File: src/rtl/core/wdpt_pkg.sv
// Shared types and constants for the write and dirty-page tracker.
package wdpt_pkg;

    // Bits in one bitmap word of either map.
    localparam int unsigned MAP_WORD_BITS = 32;

    // Action codes carried on the action port.
    typedef enum logic [2:0] {
        ACT_WRITE       = 3'd0,
        ACT_CHECK       = 3'd1,
        ACT_CHECK_CLEAN = 3'd2,
        ACT_CLEAN       = 3'd3,
        ACT_RUN         = 3'd4
    } action_t;

    // Result of evaluating one bitmap word against a bit window.
    typedef struct packed {
        logic [MAP_WORD_BITS-1:0] mask;      // window bits lo..hi
        logic                     any;       // some set bit inside the window
        logic                     all_ones;  // no clear bit inside the window
        logic [4:0]               zero_pos;  // lowest clear bit inside the window
    } eval_t;

endpackage

File: src/rtl/core/wdpt_bit_eval.sv
// Window mask, set test and first-clear-bit search over one bitmap word.
module wdpt_bit_eval
(
    input  logic [wdpt_pkg::MAP_WORD_BITS-1:0] data,
    input  logic [4:0]                         lo,
    input  logic [4:0]                         hi,
    output wdpt_pkg::eval_t                    res
);

    logic [wdpt_pkg::MAP_WORD_BITS-1:0] mask;
    logic [wdpt_pkg::MAP_WORD_BITS-1:0] zeros;
    logic [4:0]                         pos;

    assign mask  = ({wdpt_pkg::MAP_WORD_BITS{1'b1}} << lo)
                 & ({wdpt_pkg::MAP_WORD_BITS{1'b1}} >> (5'd31 - hi));
    assign zeros = ~data & mask;

    // Lowest clear bit wins: scan from the top down.
    always_comb
    begin
        pos = '0;
        for (int i = wdpt_pkg::MAP_WORD_BITS - 1; i >= 0; i--)
        begin
            if (zeros[i])
            begin
                pos = 5'(i);
            end
        end
    end

    assign res.mask     = mask;
    assign res.any      = |(data & mask);
    assign res.all_ones = (zeros == '0);
    assign res.zero_pos = pos;

endmodule

File: config.mk
export PLATFORM = sky130hd
export DESIGN_NAME = wdpt_bit_eval
export DESIGN_NICKNAME = d
export VERILOG_FILES = /design/src/rtl/core/wdpt_pkg.sv /design/src/rtl/core/wdpt_bit_eval.sv
export SDC_FILE = /design/constraint.sdc
export NUM_CORES = 1
export LEC_CHECK = 0
export BUFFER_PORTS_ARGS = -buffer_cell sky130_fd_sc_hd__buf_2
export CAP_MARGIN = 25
export CELL_PAD_IN_SITES_DETAIL_PLACEMENT = 1
export CELL_PAD_IN_SITES_GLOBAL_PLACEMENT = 2
export CORE_ASPECT_RATIO = 0.5
export CORE_MARGIN = 2
export CORE_UTILIZATION = 23
export DETAILED_ROUTE_END_ITERATION = 10
export GPL_TIMING_DRIVEN = 0
export PLACE_DENSITY_LB_ADDON = 0.1
export SLEW_MARGIN = 20
export SYNTH_ARGS = -nofsm -noshare
export SYNTH_HDL_FRONTEND = slang
export SYNTH_SLANG_ARGS = --single-unit
File: constraint.sdc
create_clock -name vclk -period 3.26
set_input_delay 0.978 -clock vclk [all_inputs]
set_output_delay 0.978 -clock vclk [all_outputs]
set_load 0.02 [all_outputs]
# Word-level counts from Yosys, hierarchy flattened
# Cells that the tools add are included.
# classes
add_sub_neg,1
n_shift,2
muxes,32
n_bitwise,4
reduce_logical,2
# op_table
cell,count
$mux 5,32
$and 32x32->32,3
$logic_not 32->1,1
$not 32->32,1
$reduce_or 32->1,1
$shl 32x5->32 const A,1
$shr 32x5->32 const A,1
$sub 5x5->5 const A,1
# word_totals
regBits,0
inputBits,42
out_inout_bits,39
elab_cells,41

# Longest topological paths before layout
# Gate-level depths: netlist of run 1.
# depth
depth_word,36
ltp_mapped,9
mapped_depth_nobuf,7

# Least setup slack after synthesis of run 1
# OpenSTA, ideal clock, no wires.
# synth_path
path_type,input-to-output
from,input port lo[4]
to,output port res[0] (netlist name)
arrival_time_ps,2969
slack_ps,-687
stages,8
n_path_buf,2
cell_sequence,buf_6 -> or2_0 -> buf_2 -> a2111oi_4 -> nor2b_1 -> a2111oi_2 -> o211a_1 -> a211oi_1
# synth_lines
item,line,text
start: declaration,wdpt_bit_eval.sv:5,"input logic [4:0] lo,"
end: declaration,wdpt_bit_eval.sv:7,output wdpt_pkg::eval_t res

==> results.json, run 1 <==
{
  "status": "finished with violations",
  "violations": "negative setup slack",
  "cp_cell_sequence": "buf_2, buf_8, o211ai_1, buf_4, a211oi_4, nor2b_1, a21oi_1, o211ai_1, a211oi_4, buf_6",
  "hold_violations": 0,
  "tightest_slew_ps": 640,
  "die_w_um": 125,
  "yosys_warnings": 0,
  "yosysSeqAreaShare_pct": 0,
  "vias": 2719,
  "drive_gt1_share_pct": 64.4,
  "n_clock_buffer": 0,
  "ios": 81,
  "drc": 0,
  "regArea_um2": 0,
  "crit_slowest_cell": "a211oi_4",
  "nNetsFinal": 406,
  "final_cell_mix": "66 x buf_2, 42 x buf_4, 19 x nor2_1, 18 x buf_6, 12 x inv_1",
  "dr.pass1.iters": 5,
  "p_sw_mw": 0.336,
  "core_area_um2": 6880,
  "ys_types": 74,
  "report.final.setup_viol": 7,
  "crit_type": "in2out",
  "dp_hpwl_um": 7990,
  "cap_violations": 0,
  "endpoint_kind": "primary output",
  "grt_max_degree": 11,
  "fillers": 824,
  "seqPwrFrac_pct": 0,
  "drt_first_iter_violations": 291,
  "layout_commonest_cell": "buf_2",
  "powerDensity_nw_per_um2": 180,
  "syn_area_per_cell_um2": 7.04,
  "hp-class": "in2out",
  "grt_pass1_wl_um": 15300,
  "fin_ws_ps": -627,
  "timing.setup.tns_ps": -4040,
  "maxSlewHeadroom_pct": 57.2,
  "clock_power_share_pct": 0,
  "row_count": 21,
  "rsz0062_at_grt": "true",
  "fmaxAchievable_ghz": 0.257,
  "multi_input_area_um2": 2020,
  "cellLeakagePower_nw": 1.41,
  "die_h_um": 64.5,
  "cts_hold_buf": 0,
  "arrival_ps": 2910,
  "grt_usage_pct": 24.6,
  "period_share_pct": 119,
  "worst_hold_slack_ps": 2360,
  "diodes": 0,
  "wire_per_inst_um": 24.2,
  "die_area_um2": 8050,
  "start_util_pct": 24.4,
  "switching_share_pct": 56.0,
  "gr-total-overflow": 0,
  "via_per_inst": 5.99,
  "slew_violations": 0,
  "flops_and_latches": 0,
  "worst-path-max-fanout": 10,
  "gp_congestion": 0.894,
  "power.share.combinational_pct": 100.0,
  "postRouteAntennaNets": 0,
  "grt_pass1_vias": 2652,
  "irDropWorstVdd_mv": 0.0790,
  "postLayoutCoreUtil_pct": 48.5,
  "intPower_mw": 0.264,
  "wl_um": 11000,
  "syn_to_final_growth_pct": 98.7,
  "required_ps": 2280,
  "cp-start-kind": "primary input",
  "io_buffer_count": 80,
  "syn-cell-area_um2": 1680,
  "critical-path-max-stage-delay_ps": 440,
  "antenna_found_initial": 0,
  "layout_min_cycle_time_ps": 3890,
  "synth_cells": 239,
  "syn_nets": 281
}
==> per-stage QoR <==
stage,area [um2],power [mW],std cells,worst slack (ps)
floorplan,1860,0.280,239,-336
global placement,2370,0.420,411,-1100
detailed placement,2370,0.425,411,-1090
CTS,2960,0.528,438,-597
global route,3340,0.628,454,-692
finish,3340,0.600,454,-627
==> synthesized netlist by cell type, types with 5 or more instances <==
library cell,n,share of area [%]
nor2_1,23,5.1
inv_1,14,3.1
nand3_1,6,1.8
nor3_1,14,4.2
nor4_1,6,2.2
a21oi_1,12,3.6
buf_2,7,2.1
o21ai_0,5,1.5
nand4_1,7,2.6
buf_6,7,4.7
a211oi_1,6,2.7
a31oi_1,5,1.9
and2_1,6,2.2
buf_4,5,2.2
a22oi_1,9,4.0
nand2_1,9,2.0
==> metal layers <==
metal / track usage (%) / share of wire [%]
met5: 0 / 0
met4: 2.08 / 0.91
met3: 4.62 / 7.1
met2: 41.3 / 46
met1: 34.3 / 46
==> area by class of cell <==
class / instances / share of cell area, %
inverters: 15 / 1.84
well taps: 92 / 3.45
repair buffers: 123 / 26.4
plain buffers: 21 / 7.72
multi-input cells: 203 / 60.6
==> final timing paths <==
check,endpoint,slack [ps],startpoint,depth (start not counted)
hold / removal,res[6],2360,data[28],4
setup / recovery,res[0],-630,hi[0],10
==> worst max-delay path, delay by kind of cell <==
family / cells / cell delay, ps
AO/OA/AOI/OAI: 5 / 1170
AND/OR/NAND/NOR: 1 / 100
buffers and inverters: 4 / 640
==> cells by family (layout without fill, tap and decap cells) <==
| group | after synthesis | in the layout | share of synthesized area, % |
|---|---|---|---|
| simple gates | 103 | 103 | 36.2 |
| compound gates | 100 | 100 | 50.3 |
| buf+inv | 36 | 159 | 13.5 |
==> power groups by stage <==
stage          clock [mW]  sequential, mW  combinational (mW)
2_1_floorplan           0               0               0.280
3_3_place_gp            0               0               0.420
3_5_place_dp            0               0               0.425
4_1_cts                 0               0               0.528
5_1_grt                 0               0               0.628
6_report                0               0               0.600
==> what timing repair did <==
action,4_1_cts,5_1_grt
resized for setup,79,45
pin swaps,32,15
setup buffers,27,14
gates cloned,0,2
endpoints found under the setup margin,9,8
Power figures use the tool's default switching activity.
==> inputs of run 2 (changes only) <==
--- a/config.mk
+++ b/config.mk
@@ -5,13 +5,14 @@
 export SDC_FILE = /design/constraint.sdc
 export NUM_CORES = 1
 export LEC_CHECK = 0
+export ABC_AREA = 1
 export BUFFER_PORTS_ARGS = -buffer_cell sky130_fd_sc_hd__buf_2
 export CAP_MARGIN = 25
 export CELL_PAD_IN_SITES_DETAIL_PLACEMENT = 1
 export CELL_PAD_IN_SITES_GLOBAL_PLACEMENT = 2
 export CORE_ASPECT_RATIO = 0.5
 export CORE_MARGIN = 2
-export CORE_UTILIZATION = 23
+export CORE_UTILIZATION = 17
 export DETAILED_ROUTE_END_ITERATION = 10
 export GPL_TIMING_DRIVEN = 0
 export PLACE_DENSITY_LB_ADDON = 0.1
==> run 2 against run 1 <==
Compared with the run above:
- worst hold slack better by 6.7 ps
- core utilization is 12 points lower
- critical path type unchanged
- the run still ends with negative setup slack left
- synthesized cell count up 20%
- critical path depth rose by 24
- flip-flop and latch count unchanged
- global-route usage is 7.1 points lower
- non-clock buffer count decreased by 24
- die area rose by 5.4%
- combinational power fell by 22%
==> results.json, run 2 <==
{
  "status": "finished with violations",
  "violations": "negative setup slack",
  "flops_and_latches": 0,
  "yosys_warnings": 0,
  "vias": 2294,
  "cts_hold_buf": 0,
  "gp_congestion": 0.902,
  "grt_max_degree": 11,
  "ys_top_cells_by_area": "nand2_1 29%, inv_1 15%, nor2_1 12%, a21oi_1 4.6%, a221oi_1 3.3%",
  "core_area_um2": 7400,
  "die_area_um2": 8490,
  "tightest_slew_ps": 799,
  "start_util_pct": 17.7,
  "gr-total-overflow": 0,
  "io_buffer_count": 78,
  "syn_to_final_growth_pct": 107,
  "yosysSeqAreaShare_pct": 0,
  "synth_common_cells": "101 x nand2_1, 51 x inv_1, 43 x nor2_1, 12 x a21oi_1, 8 x nor3_1",
  "drt_first_iter_violations": 102,
  "via_per_inst": 4.63,
  "drc": 0,
  "required_ps": 2280,
  "critical-path-max-stage-delay_ps": 170,
  "multi_input_area_um2": 1480,
  "dr.pass1.iters": 4,
  "power.share.combinational_pct": 100.0,
  "ios": 81,
  "cp-start-kind": "primary input",
  "yosysMostFrequentCell": "nand2_1",
  "die_w_um": 128,
  "layout_commonest_cell": "nand2_1",
  "fmaxAchievable_ghz": 0.235,
  "p_sw_mw": 0.279,
  "row_count": 22,
  "yosys.area.top_type": "nand2_1",
  "syn_nets": 328,
  "period_share_pct": 130,
  "cap_violations": 0,
  "hp-class": "in2out",
  "n_clock_buffer": 0,
  "nNetsFinal": 444,
  "synth_cells": 286,
  "grt_pass1_vias": 2233,
  "diodes": 0,
  "postRouteAntennaNets": 0,
  "final_cell_mix": "88 x nand2_1, 64 x buf_2, 41 x inv_1, 37 x buf_4, 27 x nor2_1",
  "switching_share_pct": 59.8,
  "hold_violations": 0,
  "intPower_mw": 0.188,
  "maxSlewHeadroom_pct": 46.3,
  "syn-cell-area_um2": 1310,
  "crit_slowest_cell": "a21oi_4",
  "cellLeakagePower_nw": 1.50,
  "fillers": 993,
  "antenna_found_initial": 0,
  "regArea_um2": 0,
  "syn_area_per_cell_um2": 4.59,
  "seqPwrFrac_pct": 0,
  "drive_gt1_share_pct": 50.7,
  "stdcell_count": 496,
  "crit_start": "lo[0]",
  "min-delay-start": "data[1]",
  "crit_type": "in2out",
  "cpMostUsedCell": "nand2_1",
  "fin_ws_ps": -989,
  "arrival_ps": 3270,
  "endpoint_kind": "primary output",
  "powerDensity_nw_per_um2": 171,
  "wire_per_inst_um": 15.2,
  "report.final.setup_viol": 7,
  "wl_um": 7530,
  "dp_hpwl_um": 6200,
  "synth_top_cell_area_share_pct": 28.9,
  "rsz0062_at_grt": "true",
  "die_h_um": 66.2,
  "irDropWorstVdd_mv": 0.0576,
  "worst-path-max-fanout": 3,
  "grt_pass1_wl_um": 11700,
  "grt_usage_pct": 17.5,
  "clock_power_share_pct": 0,
  "total_power_mw": 0.466,
  "layout_min_cycle_time_ps": 4250,
  "slew_violations": 0,
  "dp_cells": 460,
  "ys_types": 34
}
==> run 2: cell types whose count changed after synthesis, sizes merged, moves of 6 or more <==
cell / change
nor2: +23
a22oi: -8
a2111oi: -6
buf: -15
and2: -6
nand2: +93
nor4: -7
inv: +43
nor3: -7
==> run 2: power groups by stage <==
| stage | Combinational [mW] | Clock [mW] | Sequential, mW |
|---|---|---|---|
| 2_1_floorplan | 0.242 | 0 | 0 |
| 3_3_place_gp | 0.367 | 0 | 0 |
| 3_5_place_dp | 0.370 | 0 | 0 |
| 4_1_cts | 0.452 | 0 | 0 |
| 5_1_grt | 0.509 | 0 | 0 |
| 6_report | 0.466 | 0 | 0 |
==> run 2: per-stage QoR <==
step / setup TNS, ps / cell area (um2) / hold slack (ps) / setup WS [ps] / utilization (%)
global route: -6930 / 2720 / 2390 / -1370 / 36.7
detailed placement: -6410 / 2080 / 2360 / -1310 / 28.0
floorplan: -2550 / 1570 / 2010 / -657 / -
global placement: -6410 / 2080 / 2350 / -1300 / 28.0
finish: -5570 / 2720 / 2370 / -989 / 36.7
CTS: -5590 / 2610 / 2320 / -956 / 35.3
==> run 2: final cells by class <==
class | instances | area share, %
plain buffers | 6 | 3.54
multi-input cells | 221 | 54.3
well taps | 96 | 4.42
repair buffers | 114 | 28.8
inverters | 59 | 8.88
==> run 2: kinds of logic after synthesis <==
family	after synthesis	share of synthesized area (%)
compound gates	52	27.8
buf+inv	65	19.9
simple gates	169	52.3
==> run 2: layer usage <==
metal | GRT usage [%] | part of all wire [%] | vias up
met5 | 0 | 0 | -
met4 | 0.549 | 0.31 | 0
met3 | 1.13 | 5.8 | 5
met2 | 29.7 | 45 | 60
met1 | 25.6 | 49 | 1079
li1 | - | - | 1150
==> run 2: critical path, delay by kind of cell <==
kind / cells / cell delay (ps)
AND/OR/NAND/NOR: 30 / 1800
AO/OA/AOI/OAI: 2 / 230
buffers and inverters: 2 / 250
==> run 2: path summary, 6_finish.rpt <==
check                     to  slack [ps]  cells past startpoint
worst max-delay path  res[0]        -990                     34
worst min-delay path  res[0]        2370                      5
==> run 2: timing repair <==
item	in CTS	in global routing
hold endpoints to repair	0	0
pin swaps	32	21
gates resized for setup	81	20
setup endpoints to repair	9	11
buffers inserted	32	5
